[src/rtl/edf_three_class_scheduler_defines.svh]
// Assertion macros shared by the scheduler RTL.
// In synthesis builds every macro expands to nothing.
`ifndef EDF_THREE_CLASS_SCHEDULER_DEFINES_SVH
`define EDF_THREE_CLASS_SCHEDULER_DEFINES_SVH

`ifndef SYNTHESIS

// Same-cycle implication, checked only outside reset.
`define EDF3_ASSERT_IMPL(label, clk, rst_n, ante, cons, msg) \
    label: assert property (@(posedge clk) disable iff (!rst_n) (ante) |-> (cons)) \
        else $error(msg);

// Next-cycle implication, checked only outside reset.
`define EDF3_ASSERT_NEXT(label, clk, rst_n, ante, cons, msg) \
    label: assert property (@(posedge clk) disable iff (!rst_n) (ante) |=> (cons)) \
        else $error(msg);

`else

`define EDF3_ASSERT_IMPL(label, clk, rst_n, ante, cons, msg)
`define EDF3_ASSERT_NEXT(label, clk, rst_n, ante, cons, msg)

`endif

`endif

[src/rtl/edf3_pkg.sv]
package edf3_pkg;

    // Number of job classes and their encoding.
    localparam int NumClasses = 3;

    typedef logic [1:0]  cls_t;
    typedef logic [47:0] time_t;
    typedef logic [31:0] word_t;

    localparam cls_t CLS_IDLE = 2'd3;
    localparam time_t TIME_MAX = 48'hFFFF_FFFF_FFFF;

    typedef logic [NumClasses-1:0][47:0] dl_arr_t;
    typedef logic [NumClasses-1:0][31:0] word_arr_t;

    // Input operation carried on s_tuser.
    typedef enum logic {
        OP_TICK   = 1'b0,
        OP_ARRIVE = 1'b1
    } op_t;

    // Configuration register indexes.
    typedef logic [2:0] cfg_idx_t;
    localparam cfg_idx_t CFG_REL_A    = 3'd0;
    localparam cfg_idx_t CFG_REL_B    = 3'd1;
    localparam cfg_idx_t CFG_REL_C    = 3'd2;
    localparam cfg_idx_t CFG_BUDGET_A = 3'd3;
    localparam cfg_idx_t CFG_BUDGET_B = 3'd4;
    localparam cfg_idx_t CFG_BUDGET_C = 3'd5;

    // Reset values of the configuration registers.
    localparam word_t REL_A_RST    = 32'd2000;
    localparam word_t REL_B_RST    = 32'd3000;
    localparam word_t REL_C_RST    = 32'd300;
    localparam word_t BUDGET_A_RST = 32'd500;
    localparam word_t BUDGET_B_RST = 32'd1000;
    localparam word_t BUDGET_C_RST = 32'd200;

    // Earliest deadline among classes with work left; lower index wins a tie.
    function automatic cls_t pick_runner(input logic [NumClasses-1:0] live,
                                         input dl_arr_t dl);
        cls_t  best;
        time_t best_dl;
        best    = CLS_IDLE;
        best_dl = '0;
        for (int k = 0; k < NumClasses; k++) begin
            if (live[k] && (best == CLS_IDLE || dl[k] < best_dl)) begin
                best    = cls_t'(k);
                best_dl = dl[k];
            end
        end
        return best;
    endfunction

endpackage

[src/rtl/edf_three_class_scheduler.sv]
// Channel   Direction  Handshake              Payload
// s_*       in         s_tvalid / s_tready    s_tdata: job_class; s_tuser: op
// m_*       out        m_tvalid / m_tready    m_tdata: one result word
// cfg_*     in         cfg_valid / cfg_ready  cfg_index, cfg_data
//
// Every input word is processed in the cycle it is accepted; its result is
// registered and shown on m_* from the next cycle, one result per input.
// Sustained rate is one word per cycle; the only limit is the result register.
// s_tready drops only while a result waits and m_tready is low.
// Reset clears the scheduler state and loads the default deadlines and budgets.
// cfg_ready is always high; configuration is written only while idle is a rule for the user, not enforced by the block.
`include "edf_three_class_scheduler_defines.svh"

module edf_three_class_scheduler (
    input  logic        aclk,
    input  logic        aresetn,
    // Input stream.
    input  logic        s_tvalid,
    output logic        s_tready,
    input  logic [7:0]  s_tdata,    // [1:0] job_class
    input  logic [0:0]  s_tuser,    // [0] op
    // Result stream.
    output logic        m_tvalid,
    input  logic        m_tready,
    output logic [39:0] m_tdata,    // [1:0] running, [2] started,
                                    // [4:3] started_class, [36:5] start_count,
                                    // [37] finished, [39:38] finished_class
    // Configuration writes.
    input  logic        cfg_valid,
    output logic        cfg_ready,
    input  logic [2:0]  cfg_index,
    input  logic [31:0] cfg_data
);

    // Configuration registers.
    edf3_pkg::word_arr_t rel_reg;
    edf3_pkg::word_arr_t budget_reg;

    // Scheduler state.
    edf3_pkg::time_t     now_reg,     now_next;
    edf3_pkg::dl_arr_t   dl_reg,      dl_next;
    edf3_pkg::word_arr_t work_reg,    work_next;
    logic [2:0]          pend_reg,    pend_next;
    edf3_pkg::word_arr_t starts_reg,  starts_next;
    edf3_pkg::cls_t      cur_reg,     cur_next;

    // Result register.
    logic                m_tvalid_reg, m_tvalid_next;
    logic [39:0]         m_tdata_reg,  m_tdata_next;

    logic                in_accept;
    edf3_pkg::cls_t      in_cls;
    logic [48:0]         dl_sum;
    logic [2:0]          live;
    logic                res_started;
    edf3_pkg::cls_t      res_started_cls;
    edf3_pkg::word_t     res_count;
    logic                res_finished;
    edf3_pkg::cls_t      res_finished_cls;
    edf3_pkg::word_t     work_dec;

    assign cfg_ready = 1'b1;
    assign s_tready  = !m_tvalid_reg || m_tready;
    assign in_accept = s_tvalid && s_tready;
    assign in_cls    = s_tdata[1:0];
    assign m_tvalid  = m_tvalid_reg;
    assign m_tdata   = m_tdata_reg;

    // Configuration register writes; indexes beyond the list are dropped.
    always_ff @(posedge aclk) begin
        if (!aresetn) begin
            rel_reg[0]    <= edf3_pkg::REL_A_RST;
            rel_reg[1]    <= edf3_pkg::REL_B_RST;
            rel_reg[2]    <= edf3_pkg::REL_C_RST;
            budget_reg[0] <= edf3_pkg::BUDGET_A_RST;
            budget_reg[1] <= edf3_pkg::BUDGET_B_RST;
            budget_reg[2] <= edf3_pkg::BUDGET_C_RST;
        end else if (cfg_valid && cfg_ready) begin
            unique case (cfg_index)
                edf3_pkg::CFG_REL_A:    rel_reg[0]    <= cfg_data;
                edf3_pkg::CFG_REL_B:    rel_reg[1]    <= cfg_data;
                edf3_pkg::CFG_REL_C:    rel_reg[2]    <= cfg_data;
                edf3_pkg::CFG_BUDGET_A: budget_reg[0] <= cfg_data;
                edf3_pkg::CFG_BUDGET_B: budget_reg[1] <= cfg_data;
                edf3_pkg::CFG_BUDGET_C: budget_reg[2] <= cfg_data;
                default: ;
            endcase
        end
    end

    // Arrival and tick processing for the accepted word.
    always_comb begin
        now_next         = now_reg;
        dl_next          = dl_reg;
        work_next        = work_reg;
        pend_next        = pend_reg;
        starts_next      = starts_reg;
        cur_next         = cur_reg;
        res_started      = 1'b0;
        res_started_cls  = '0;
        res_count        = '0;
        res_finished     = 1'b0;
        res_finished_cls = '0;
        dl_sum           = '0;
        live             = '0;
        work_dec         = '0;

        if (in_accept) begin
            if (s_tuser[0] == edf3_pkg::OP_ARRIVE) begin
                // New job: saturating deadline, full budget, pending start.
                if (in_cls != edf3_pkg::CLS_IDLE) begin
                    dl_sum = {1'b0, now_reg} + {17'b0, rel_reg[in_cls]};
                    dl_next[in_cls]   = dl_sum[48] ? edf3_pkg::TIME_MAX : dl_sum[47:0];
                    work_next[in_cls] = budget_reg[in_cls];
                    pend_next[in_cls] = 1'b1;
                end
                for (int k = 0; k < edf3_pkg::NumClasses; k++) begin
                    live[k] = (work_next[k] != '0);
                end
                cur_next = edf3_pkg::pick_runner(live, dl_next);
            end else if (cur_reg != edf3_pkg::CLS_IDLE) begin
                // One tick of the running class.
                if (pend_reg[cur_reg]) begin
                    pend_next[cur_reg]   = 1'b0;
                    starts_next[cur_reg] = starts_reg[cur_reg] + 32'd1;
                    res_started          = 1'b1;
                    res_started_cls      = cur_reg;
                    res_count            = starts_reg[cur_reg] + 32'd1;
                end
                if (now_reg != edf3_pkg::TIME_MAX) begin
                    now_next = now_reg + 48'd1;
                end
                work_dec = (work_reg[cur_reg] != '0) ? work_reg[cur_reg] - 32'd1 : '0;
                work_next[cur_reg] = work_dec;
                if (work_dec == '0) begin
                    res_finished     = 1'b1;
                    res_finished_cls = cur_reg;
                    for (int k = 0; k < edf3_pkg::NumClasses; k++) begin
                        live[k] = (work_next[k] != '0);
                    end
                    cur_next = edf3_pkg::pick_runner(live, dl_reg);
                end
            end
        end
    end

    // Result register: loads on accept, empties when taken.
    always_comb begin
        m_tdata_next  = m_tdata_reg;
        m_tvalid_next = m_tvalid_reg;
        if (in_accept) begin
            m_tvalid_next = 1'b1;
            m_tdata_next  = {res_finished_cls, res_finished, res_count,
                             res_started_cls, res_started, cur_next};
        end else if (m_tready) begin
            m_tvalid_next = 1'b0;
        end
    end

    // State and result registers.
    always_ff @(posedge aclk) begin
        if (!aresetn) begin
            now_reg      <= '0;
            dl_reg       <= '0;
            work_reg     <= '0;
            pend_reg     <= '0;
            starts_reg   <= '0;
            cur_reg      <= edf3_pkg::CLS_IDLE;
            m_tvalid_reg <= 1'b0;
        end else begin
            now_reg      <= now_next;
            dl_reg       <= dl_next;
            work_reg     <= work_next;
            pend_reg     <= pend_next;
            starts_reg   <= starts_next;
            cur_reg      <= cur_next;
            m_tvalid_reg <= m_tvalid_next;
        end
    end

    always_ff @(posedge aclk) begin
        m_tdata_reg <= m_tdata_next;
    end

    // The selected runner always has work left.
    `EDF3_ASSERT_IMPL(a_runner_has_work, aclk, aresetn, cur_reg != edf3_pkg::CLS_IDLE, (cur_reg == 2'd0 && work_reg[0] != '0) || (cur_reg == 2'd1 && work_reg[1] != '0) || (cur_reg == 2'd2 && work_reg[2] != '0), "runner has no work left")

    // A tick while idle leaves time where it was.
    `EDF3_ASSERT_NEXT(a_idle_tick_holds_time, aclk, aresetn, in_accept && s_tuser[0] == edf3_pkg::OP_TICK && cur_reg == edf3_pkg::CLS_IDLE, $stable(now_reg), "time moved on an idle tick")

    // Time never runs backwards.
    `EDF3_ASSERT_NEXT(a_time_monotonic, aclk, aresetn, 1'b1, now_reg >= $past(now_reg), "time decreased")

endmodule
[config.mk]
export PLATFORM = sky130hd
export DESIGN_NAME = edf_three_class_scheduler
export DESIGN_NICKNAME = d
export VERILOG_FILES = /design/src/rtl/edf3_pkg.sv /design/src/rtl/edf_three_class_scheduler.sv
export VERILOG_INCLUDE_DIRS = /design/src /design/src/rtl
export SDC_FILE = /design/constraint.sdc
export NUM_CORES = 2
export LEC_CHECK = 0
export BUFFER_PORTS_ARGS = -buffer_cell sky130_fd_sc_hd__buf_4
export CAP_MARGIN = 0
export CORE_MARGIN = 2
export CORE_UTILIZATION = 49
export DETAILED_ROUTE_END_ITERATION = 10
export HOLD_SLACK_MARGIN = 0.1
export SYNTH_ARGS = -nofsm -noshare
export SYNTH_HDL_FRONTEND = slang
export SYNTH_SLANG_ARGS = --single-unit
[constraint.sdc]
create_clock -name aclk -period 31.2 [get_ports aclk]
set_clock_uncertainty 0.2 [all_clocks]
set_input_delay 4.68 -clock aclk [delete_from_list [all_inputs] [get_ports aclk]]
set_output_delay 4.68 -clock aclk [all_outputs]
set_load 0.03 [all_outputs]
==> results.toml <==
[placed_design]
dp_hpwl_um = 92220
io_buffers = 84
place.gp.congestion = 0.9897
dp_cells = 6018

[timing]
maxSlewHeadroom = 0.2317
drv_slew = 0
max_freq_ghz = 0.06292
finalCritPeriodShare = 0.5094
grt_setup_unrepaired = "false"
period_minus_slack_ns = 15.89
worstMarginPinSlew_ns = 1.142
setup-violations-final = 0
tns_ns = 0
finalHoldViolCount = 0

[logic_synthesis]
syn_avg_cell_area_um2 = 7.503
synth_edf_count = 40
synth_nets = 5460
synthSimpleGateAreaFrac = 0.2337
synth_top_family_by_area = "compound AO/OA/AOI/OAI gates"
async_reset_ff_frac = 0
seq_area_frac_synth = 0.3303
yosysWarnings = 0
yosys.area_share.xor_xnor = 0.02633
netlist_area_um2 = 38920
synthDistinctLibCells = 88
synth_fa_ha_area_frac = 0.07221
synth_compound_area_frac = 0.2400
synthMuxAreaShare = 0.05446
ys_seq_elements = 622
syn_inst = 5187
synth-main-ff-cell = "dfxtp_1"

[drt]
highest_layer = "met4"
via_per_inst = 6.147
met1_length_um = 61750
ant_nets = 0
firstDrtPassIters = 5
drc = 0
first_iter_violations = 3982
wl_met2_um = 60910
met3WireLength_um = 10330
vias = 37811
wl_per_cell_um = 22.40
wirelength_um = 137800

[layout]
final_cell_mix = "nand2_1 (1029), dfxtp_1 (580), a21oi_1 (551)"
fin_util = 0.5411
drive_above_1_share = 0.06763
nNetsFinal = 5318
largest_reg_flops = 144
regArea_um2 = 12860
layout_commonest_cell = "nand2_1"
fin_cells = 6151
diodes = 0
multiInputGateArea_um2 = 24570
area_growth_pct = 9.475
fillCellCount = 7657

[die]
die_h_um = 285.8
die-area_um2 = 81690
core_area_um2 = 78740
io_pins = 92
die_w_um = 285.8
fp-row-count = 103
start_util = 0.4942

[global_routing]
grt_pass1_vias = 34733
grt.overflow.total = 0
grt_max_degree = 210
grt_use_total = 0.3285
antenna_found_initial = 0
grt_pass1_wl_um = 211500

[clocking]
cts_root_buf = "clkbuf_16"
cts_inserted_buffers = 75
cts_hold_buf = 0
post_cts_buffers = 0
worstSkewPairLatency_ns = 0.65
cts_max_level = 3
clock-sinks = 622
cts_buffer_depth = 3
clk_pin_slew_ns = 0.05
cts-resized-gates = 0
cts_tree = "yes"

[pwr]
power_density_nw_per_um2 = 53.97
p_leak_nw = 16.98
combPwrFrac = 0.236
seqPwrFrac = 0.368
power.switching_mw = 0.7876
peakVddDrop_uv = 38.79
internal_power_mw = 1.512
switching_share = 0.3425
power_frac_clock = 0.396

[outcome]
status = "complete, no violations"

[worst_setup_path]
reg2reg_to = "cur_reg[1]"
reg2regPathDepth = 41
rr_startpoint = "cur_reg[1]"
cp_slowest_cell = "buf_4"
cpPeakStageDelay_ns = 0.73
cp.arrival_ns = 16.21
start_kind = "primary input"
reg2reg_slack_ns = 17.95
critPathKind = "primary input to flop"
critPathMaxFanout = 86
crit_start = "s_tdata[0]"
endpoint_kind = "flop"
cp-endpoint = "cur_reg[1]"
worstPathRequired_ns = 31.52

[min_path]
min_path_type = "flop to flop"

[run]
cap_viol_max_count = 0
[final cells by class]
cell class              instances  area share
inverters                      55    0.005022
well taps                    1050     0.03084
clock inverters                30     0.01031
flip-flops and latches        622      0.3018
repair buffers                143     0.02549
multi-input cells            4148      0.5767
clock buffers                 103     0.04984
[cells by family after synthesis]
group                    after synthesis
AND/OR/NAND/NOR                     2058
AO/OA/AOI/OAI                       1537
flip-flops                           622
buffers and inverters                417
adder cells (fa/ha/maj)              224
multiplexers                         211
XOR/XNOR                             117
other                                  1
[cell usage after synthesis (8+ instances only)]
cell type | count | area share
o21a_1 | 53 | 0.010
xnor2_1 | 66 | 0.015
nand4_1 | 87 | 0.014
clkbuf_1 | 302 | 0.029
buf_6 | 8 | 0.0023
nor3_1 | 48 | 0.0062
buf_1 | 25 | 0.0024
a31oi_1 | 27 | 0.0043
o22a_1 | 9 | 0.0020
a21o_1 | 182 | 0.035
o2bb2ai_1 | 30 | 0.0068
nor4_1 | 67 | 0.011
o31ai_1 | 18 | 0.0035
nand3_1 | 99 | 0.013
nor2b_1 | 12 | 0.0019
and4_1 | 20 | 0.0045
nand2b_1 | 21 | 0.0034
nor2_1 | 508 | 0.049
nand2_1 | 1031 | 0.099
a21oi_1 | 551 | 0.071
inv_1 | 55 | 0.0053
or3_1 | 22 | 0.0035
a2bb2oi_1 | 11 | 0.0025
and2_1 | 41 | 0.0066
o221ai_1 | 21 | 0.0047
o211ai_1 | 33 | 0.0064
ha_1 | 223 | 0.072
mux2i_1 | 205 | 0.053
and3_1 | 34 | 0.0055
o21ai_0 | 401 | 0.052
xor2_1 | 51 | 0.011
edfxtp_1 | 40 | 0.031
or2_2 | 11 | 0.0018
a22oi_1 | 47 | 0.0091
o22ai_1 | 11 | 0.0018
dfxtp_1 | 582 | 0.30
a211oi_1 | 58 | 0.011
buf_2 | 22 | 0.0028
or4_1 | 13 | 0.0025
[per-layer routing]
layer,GRT usage,up-vias
met5,0,-
met4,0.1145,0
met3,0.04777,267
met2,0.5158,1511
met1,0.4601,17852
li1,-,18181
[power by group through the flow]
stage          clock, mW  sequential, mW  combinational [mW]
2_1_floorplan          0           0.855               0.353
3_3_place_gp           0           0.861               0.528
3_5_place_dp           0           0.861               0.529
4_1_cts            0.923           0.844               0.532
5_1_grt            0.957           0.846               0.580
6_report           0.912           0.845               0.542
[worst max-delay path: cells and delay by family]
family / cells / cell delay, ns
AO/OA/AOI/OAI: 19 / 4.53
adder cells (fa/ha/maj): 3 / 0.87
buffers and inverters: 4 / 1.68
AND/OR/NAND/NOR: 16 / 4.40
[through the flow]
stage	instance area [um^2]	total power [mW]	setup WS, ns	hold WS (ns)
after detailed placement	40040	1.390	14.81	0.2465
after global placement	40040	1.389	14.91	0.2409
after global routing	42600	2.383	14.56	0.2664
after floorplan	38920	1.208	17.32	0.2357
after CTS	42600	2.299	15.45	0.2545
final	42600	2.299	15.31	0.2526
[how the worst min path moves through the flow]
stage,end,cells past startpoint,slack (ns),start
2_1_floorplan,rel_reg[0],2,0.24,rel_reg[0]
3_3_place_gp,rel_reg[87],2,0.24,rel_reg[87]
3_5_place_dp,starts_reg[33],2,0.25,starts_reg[33]
4_1_cts,starts_reg[88],2,0.25,starts_reg[88]
5_1_grt,starts_reg[20],2,0.27,starts_reg[20]
6_report,starts_reg[88],2,0.25,starts_reg[88]
Power figures use the tool's default switching activity.
